==> src/hdl/sactl_pkg.sv <==
// ----------------------------------------------------------------------------
// sactl_pkg
// Shared types and constants of the set-associative tag store with LRU
// replacement: beat payloads, line layout, CSR map and reset values.
// ----------------------------------------------------------------------------
package sactl_pkg;

   localparam int DEF_MAX_SETS = 256;
   localparam int DEF_WAYS     = 8;

   // CSR map, register index = paddr[3:2]
   localparam int CSR_ADDR_W = 4;
   localparam logic [1:0] REG_SET_INDEX_BITS    = 2'd0;
   localparam logic [1:0] REG_BLOCK_OFFSET_BITS = 2'd1;
   localparam logic [1:0] REG_WAYS_IN_USE       = 2'd2;

   localparam logic [3:0] RST_SET_INDEX_BITS    = 4'd8;
   localparam logic [4:0] RST_BLOCK_OFFSET_BITS = 5'd4;
   localparam logic [3:0] RST_WAYS_IN_USE       = 4'd8;

   typedef struct packed {
      logic [3:0] set_index_bits;
      logic [4:0] block_offset_bits;
      logic [3:0] ways_in_use;
   } cfg_type;

   typedef struct packed {
      logic [31:0] address;
      logic        is_read;
      logic        dirty_value;
      logic [30:0] access_stamp;
   } req_type;

   typedef struct packed {
      logic        hit;
      logic [2:0]  way;
      logic [7:0]  set_number;
      logic [31:0] tag_value;
      logic        victim_valid;
      logic        victim_dirty;
      logic [31:0] victim_tag;
   } rsp_type;

   // one line of the tag store
   typedef struct packed {
      logic        valid;
      logic        dirty;
      logic [31:0] tag;
      logic [30:0] stamp;
   } line_type;

endpackage

==> src/hdl/sactl_regs.sv <==
// ----------------------------------------------------------------------------
// sactl_regs
// APB-style configuration registers: set index bits, block offset bits and
// ways in use. Zero wait states, writes in the access phase.
// ----------------------------------------------------------------------------
module sactl_regs
   import sactl_pkg::*;
(
   input  logic                  clock,
   input  logic                  reset,
   input  logic                  psel,
   input  logic                  penable,
   input  logic                  pwrite,
   input  logic [CSR_ADDR_W-1:0] paddr,
   input  logic [31:0]           pwdata,
   output logic [31:0]           prdata,
   output logic                  pready,
   output cfg_type               cfg
);

   cfg_type    cfg_ff;
   cfg_type    cfg_in;
   logic [1:0] reg_idx;
   logic       wr_beat;

   assign reg_idx = paddr[CSR_ADDR_W-1:2];
   assign wr_beat = psel && penable && pwrite;
   assign pready  = 1'b1;
   assign cfg     = cfg_ff;

   always_comb begin
      cfg_in = cfg_ff;
      if (wr_beat) begin
         case (reg_idx)
            REG_SET_INDEX_BITS:    cfg_in.set_index_bits    = pwdata[3:0];
            REG_BLOCK_OFFSET_BITS: cfg_in.block_offset_bits = pwdata[4:0];
            REG_WAYS_IN_USE:       cfg_in.ways_in_use       = pwdata[3:0];
            default:               cfg_in = cfg_ff;
         endcase
      end
   end

   always_ff @(posedge clock) begin
      if (reset) begin
         cfg_ff.set_index_bits    <= RST_SET_INDEX_BITS;
         cfg_ff.block_offset_bits <= RST_BLOCK_OFFSET_BITS;
         cfg_ff.ways_in_use       <= RST_WAYS_IN_USE;
      end else begin
         cfg_ff <= cfg_in;
      end
   end

   always_comb begin
      case (reg_idx)
         REG_SET_INDEX_BITS:    prdata = {28'd0, cfg_ff.set_index_bits};
         REG_BLOCK_OFFSET_BITS: prdata = {27'd0, cfg_ff.block_offset_bits};
         REG_WAYS_IN_USE:       prdata = {28'd0, cfg_ff.ways_in_use};
         default:               prdata = 32'd0;
      endcase
   end

endmodule

==> config.mk <==
export PLATFORM = sky130hd
export DESIGN_NAME = sactl_regs
export DESIGN_NICKNAME = d
export VERILOG_FILES = /design/src/hdl/sactl_pkg.sv /design/src/hdl/sactl_regs.sv
export SDC_FILE = /design/constraint.sdc
export NUM_CORES = 1
export LEC_CHECK = 0
export BUFFER_PORTS_ARGS = -buffer_cell sky130_fd_sc_hd__buf_2
export CORE_AREA = 2 2 52 54
export CTS_CLUSTER_SIZE = 24
export DETAILED_ROUTE_END_ITERATION = 8
export DIE_AREA = 0 0 54 56
export GPL_ROUTABILITY_DRIVEN = 0
export HOLD_SLACK_MARGIN = 0.12
export PLACE_DENSITY_LB_ADDON = 0.15
export SYNTH_ARGS = -nofsm -noshare
export SYNTH_HDL_FRONTEND = slang
export SYNTH_SLANG_ARGS = --single-unit
==> constraint.sdc <==
create_clock -name clock -period 2.4 [get_ports clock]
set_clock_uncertainty 0.15 [all_clocks]
set_input_delay 0.48 -clock clock [delete_from_list [all_inputs] [get_ports clock]]
set_output_delay 0.48 -clock clock [all_outputs]
set_load 0.005 [all_outputs]
==> metrics.md, run 1 <==
| Metric | Value |
|---|---|
| Core area | `roughly 2400 um^2` |
| Vias per cell | `around 4.2` |
| Type of the worst setup path | `in2out` |
| Grt ovf | `0` |
| Pwr Density | `429 nW/um^2` |
| Status | `completed` |
| Setup bufs post-CTS | `0` |
| Period minus WS final | `between 1500 and 2000 ps` |
| Max Slew Vio Count | `0` |
| Worst-path maximum fanout | `9` |
| DR vias | `649` |
| Die span in x | `approximately 54 um` |
| WL final | `1630 um` |
| DR DRC count | `0` |
| Setup TNS | `0 ps` |
| Number of flip-flops in the largest register | `13` |
| Largest net degree at the start of global routing | `21` |
| Yosys reg bits | `13` |
| Endpoints failing hold | `0` |
| Pre-Repair DR Iteration Count | `3` |
| YS warnings | `0` |
| Tcrit/Tclk final | `0.794` |
| Wirelength per Cell | `around 10 um` |
| Fin util | `0.394` |
| CTS tree | `done` |
| Worst Hold Class | `in2reg` |
| Post-route cell area | `957 um^2` |
| CP required | `about 1800 ps` |
| Synth Instances | `98` |
| Nets | `168` |
| CP startpoint kind | `input pin` |
| IO buf count | `29` |
| Power, Total | `just over 0.4 mW` |
| Setup violators final | `0` |
| Number of core rows | `18` |
| Starting DRT DRC Count | `8` |
| Post_cts resized | `0` |
| Lkg Pwr | `0.505 nW` |
| CP Data Arrival Time | `1280 ps` |
| Clk sinks | `13` |
| Post-cts hold buffer count | `0` |
| Max Cap Violations | `0` |
| Inserted Diodes | `0` |
| Syn avg cell area | `between 8 and 9 um^2` |
| Vias in the first global route | `600` |
| Detail Route Antenna Nets | `0` |
| Max Freq | `approximately 520 MHz` |
| IO Pins | `87` |
| Die ar. | `about 3000 um^2` |
| Finished Layout Cells | `156` |
| Die Span Y | `roughly 56 um` |
| DP Cell Count | `152` |
| Area grow syn2layout | `9.29%` |
| Layout cells sized above 1 | `0.278` |
| CTS Buf Count | `3` |
| Endpoint class of the critical path | `output port` |
| Register area share after synthesis | `0.297` |
| Dpl hpwl | `~1200 um` |
| Cell Area, Synth | `roughly 880 um^2` |
| CTS H-tree lvls | `1` |
| Initial antenna violation count | `0` |
| Unrepaired setup endpoints after global routing | `false` |
| First-pass GRT wire length | `2650 um` |
| GRT Total Usage | `0.118` |
| Clk buf depth | `2` |
| Reg clk slew, reported paths | `around 80 ps` |
| Cell variety after synth | `16` |
| DP Area | `931 um^2` |
| Initial core utilization | `0.360` |
| Worst skew pair latency | `around 260 ps` |
| Worst vdd ir | `between 0.2 and 0.25 mV` |
| Clk Tree Root Cell | `clkbuf_4` |
area by class of cell:
| type | count | area [um^2] |
|---|---|---|
| clock buffers | 4 | 26.3 |
| fillers | 275 | 1480 |
| multi-input cells | 80 | 488 |
| flip-flops and latches | 13 | 260 |
| well taps | 30 | 37.5 |
| repair buffers | 29 | 145 |
per-layer routing:
metal | share of wire | track usage | up-vias
met2 | 0.41 | 0.174 | 43
met4 | 0.0061 | 0.0429 | 0
li1 | - | - | 319
met5 | 0 | 0 | -
met1 | 0.48 | 0.165 | 285
met3 | 0.093 | 0.0242 | 2
cell usage in the layout (no fill, tap or decap), drive strengths merged, types with 4 or more instances in the layout:
master and count:
buf 29, conb 28, mux2i 17, nand2b 15, dfxtp 13, nor2 5
nand2 4, o21ai 4, clkbuf 4
synthesized netlist by cell type, drive strengths merged:
cell,number,area [um^2]
buf,29,218
mux2i,17,170
nand2b,15,93.8
dfxtp,13,260
nor2,5,18.8
nand2,4,15.0
o21ai,4,20.0
clkbuf,2,7.51
conb,2,7.51
and2b,1,7.51
and3b,1,8.76
nand3,1,5.00
nand4,1,12.5
nor3,1,10.0
nor3b,1,12.5
or3b,1,8.76
where the power goes:
group | switching [mW] | leakage [nW] | internal, mW
logic | 0.0345 | 0.385 | 0.0228
clock network | 0.0689 | 0.0150 | 0.0643
registers | 0.00206 | 0.105 | 0.218
total | 0.105 | 0.505 | 0.305
cells by family after synthesis:
group,Yosys count,synth area share
flip-flops,13,0.297
multiplexers,17,0.194
AND/OR/NAND/NOR,31,0.220
buffers and inverters,31,0.257
AO/OA/AOI/OAI,4,0.0229
other,2,0.00857
worst max-delay path, stage by stage:
cell     delay [ps]
buf_2           170
and2b_1         340
nand2_1          70
o21ai_0          70
buf_2           140
stage by stage:
step	setup slack, ps	hold WS [ps]
6_report	495	329
5_1_grt	414	333
4_1_cts	486	321
3_5_place_dp	488	325
3_3_place_gp	488	318
2_1_floorplan	742	324
final timing paths:
| check | endpoint | slack, ps | startpoint | cells after the start |
|---|---|---|---|---|
| setup / recovery | prdata[0] | 490 | paddr[2] | 5 |
| hold / removal | cfg[7] | 330 | pwdata[3] | 3 |
| setup reg to reg | cfg[12] | 1630 | cfg[12] | 2 |
| hold reg to reg | cfg[8] | 340 | cfg[8] | 2 |
Note: power is estimated with default switching activity, not from simulation.
==> inputs of run 2 (changes only) <==
ABC_AREA = 1   (was default)
CORE_AREA = 2 2 53 55   (was 2 2 52 54)
DIE_AREA = 0 0 55 57   (was 0 0 54 56)
clock period = 2 ns   (was 2.4 ns; I/O delays follow)
==> run 2 against run 1 <==
Against the previous run: synthesized cell count grew 35%; first-iteration DRC count shrank 50%; utilization shrank 1.5 points; sequential share of layout area is 0.89 points lower; final cell count increased by 24%; sequential power rose by 22%; worst hold slack worse by 130 ps; sequential cell count stayed put; area after synthesis grew 1.9%; clock power increased by 20%; global-route usage increased by 0.94 points; critical endpoint is now prdata[2].
==> metrics.md, run 2 <==
| Metric | Value |
|---|---|
| Max Freq | `between 600 and 700 MHz` |
| Crit path cell chain | `buf_2 > nor2_1 > buf_4 > nand2_1 > nand3_1 > buf_2` |
| CTS H-tree lvls | `1` |
| Largest family of logic cells by synthesized area | `simple AND/OR/NAND/NOR gates` |
| Synth Instances | `132` |
| Count leader, synth | `buf_4` |
| Number of flip-flops in the largest register | `13` |
| Post-synthesis xor/xnor area fraction | `0` |
| Inserted Diodes | `0` |
| Post-synthesis mux area share | `0` |
| Status | `completed` |
| IO buf count | `29` |
| Worst skew pair latency | `between 200 and 300 ps` |
| Max incr delay on CP | `170 ps` |
| Setup TNS | `0 ps` |
| Internal power | `between 0.3 and 0.4 mW` |
| Endpoint class of the critical path | `output port` |
| Endpoints failing hold | `0` |
| Die ar. | `roughly 3100 um^2` |
| Cell repeated most along the worst path | `buf_2` |
| Critical Path Slowest Stage Cell | `buf_4` |
| Lkg Pwr | `around 0.52 nW` |
| YS warnings | `0` |
| Grt ovf | `0` |
| Unrepaired setup endpoints after global routing | `false` |
| Die span in x | `55 um` |
| Most common cell after layout, fill and taps aside | `buf_2` |
| Wirelength per Cell | `9.14 um` |
| Yosys top cell area share | `0.292` |
| Clk buf depth | `2` |
| Core area | `2620 um^2` |
| Logic pwr share | `0.175` |
| Post-cts hold buffer count | `0` |
| Clock power frac | `0.307` |
| Main area contributors after synthesis | `dfxtp_1 (29%), buf_4 (24%), nand2_1 (12%)` |
| Post-synth top cells | `buf_4 (29), nand2_1 (28), nor2_1 (22)` |
| Setup violators final | `0` |
| Worst-path maximum fanout | `6` |
| Largest net degree at the start of global routing | `14` |
| Initial core utilization | `0.341` |
| WL final | `~1800 um` |
| Vias per cell | `approximately 4.2` |
| Net Sw Power | `about 0.15 mW` |
| Setup bufs post-CTS | `0` |
| Delay-heaviest family, CP | `buffers and inverters` |
| Vias in the first global route | `728` |
| Dpl hpwl | `between 1000 and 1500 um` |
| Yosys reg bits | `13` |
| GRT Total Usage | `0.127` |
| CTS tree | `done` |
| Cell Area, Synth | `between 800 and 900 um^2` |
| Simple-gate area share of the yosys netlist | `0.397` |
| Tcrit/Tclk final | `0.832` |
| Synth Area in Compound Gates | `0.0168` |
| Post-synth top flop | `dfxtp_1` |
| Pre-Repair DR Iteration Count | `3` |
| Finished Layout Cells | `roughly 190` |
| Reg clk slew, reported paths | `approximately 80 ps` |
| Worst Hold Class | `in2reg` |
| CP required | `~1500 ps` |
| Clk Tree Root Cell | `clkbuf_4` |
| CP bufs+invs | `3` |
| Nets | `205` |
| Area grow syn2layout | `10.9%` |
| RR Startpoint | `cfg[6]` |
| Worst vdd ir | `approximately 0.34 mV` |
| Fin util | `0.378` |
| Cell variety after synth | `13` |
| DP Area | `slightly below 1000 um^2` |
| Max Cap Violations | `0` |
| CP Data Arrival Time | `around 1100 ps` |
| CP startpoint kind | `input pin` |
| Post-route cell area | `approximately 990 um^2` |
| Most frequent cells in the layout | `buf_2 (29), nand2_1 (28), conb_1 (28)` |
| Final setup margin | `approximately 340 ps` |
| Synth Area in Adders | `0` |
| Pwr Density | `~520 nW/um^2` |
| Post-Place Worst Slack | `~360 ps` |
| Type of the worst setup path | `in2out` |
| Max Slew Vio Count | `0` |
| Number of synthesized flops with an enable pin | `0` |
| Starting DRT DRC Count | `4` |
| Hold path startpoint | `pwdata[2]` |
| Post_cts resized | `0` |
| Switch share | `0.282` |
| Initial antenna violation count | `0` |
| DP Cell Count | `between 150 and 200` |
| Syn avg cell area | `between 6 and 7 um^2` |
| Detail Route Antenna Nets | `0` |
| Ys async rst share | `0` |
| CP Launch Point | `paddr[3]` |
| DR vias | `approximately 820` |
| Reg power frac | `0.517` |
| Register area share after synthesis | `0.292` |
| Clk sinks | `13` |
| Biggest area consumer among synthesized cells | `dfxtp_1` |
| Layout cells sized above 1 | `0.264` |
| First-pass GRT wire length | `2950 um` |
| Number of core rows | `19` |
| Period minus WS final | `1660 ps` |
| DR DRC count | `0` |
| Die Span Y | `around 57 um` |
| CTS Buf Count | `3` |
| IO Pins | `between 80 and 90` |
==> run 2: cell types whose count changed in the layout (fill, tap and decap cells not counted), moves of 2 or more <==
cell,before,now
inv_1,0,8
inv_2,0,2
mux2i_1,17,0
nand2_1,4,28
nand2b_1,15,0
nand3_1,1,17
nor2_1,5,22
nor2_2,0,2
nor2_4,0,4
==> run 2: kinds of logic after synthesis <==
kind of cell,count (synthesis)
other,2
AO/OA/AOI/OAI,3
flip-flops,13
buffers and inverters,39
AND/OR/NAND/NOR,75
==> run 2: stage by stage <==
stage / power [mW] / hold WS [ps]
finish: 0.518 / 200
global route: 0.553 / 208
global placement: 0.365 / 339
floorplan: 0.370 / 333
CTS: 0.529 / 193
detailed placement: 0.365 / 340
==> run 2: routing by layer <==
metal  up-vias  global-route usage  wire length (um)
met5         -                   0                 0
li1        416                   -                 -
met3         6              0.0236               123
met4         0              0.0627                38
met2        31               0.207               857
met1       364               0.156               753
==> run 2: cell type report <==
cell class              count  area [um^2]
multi-input cells         106          474
inverters                  10         37.5
fillers                   318         1630
clock buffers               4         26.3
repair buffers             30          153
flip-flops and latches     13          260
well taps                  31         38.8
==> run 2: worst paths after layout <==
kind | to | slack [ps] | cells past startpoint
worst max-delay path | prdata[2] | 340 | 6
worst min register to register | cfg[3] | 350 | 2
worst max register to register | cfg[6] | 1250 | 2
worst min-delay path | cfg[6] | 200 | 3
==> run 2: worst reg2reg max path: stages, from the launching register on <==
cell and delay (ps):
dfxtp_1 330, o21ai_0 80, nand3_1 80
==> run 2: power groups by stage <==
| stage | combinational (mW) | clock, mW | sequential [mW] |
|---|---|---|---|
| floorplan | 0.0950 | 0 | 0.275 |
| global placement | 0.0905 | 0 | 0.274 |
| detailed placement | 0.0905 | 0 | 0.274 |
| CTS | 0.0908 | 0.170 | 0.268 |
| global route | 0.106 | 0.178 | 0.269 |
| finish | 0.0909 | 0.159 | 0.268 |
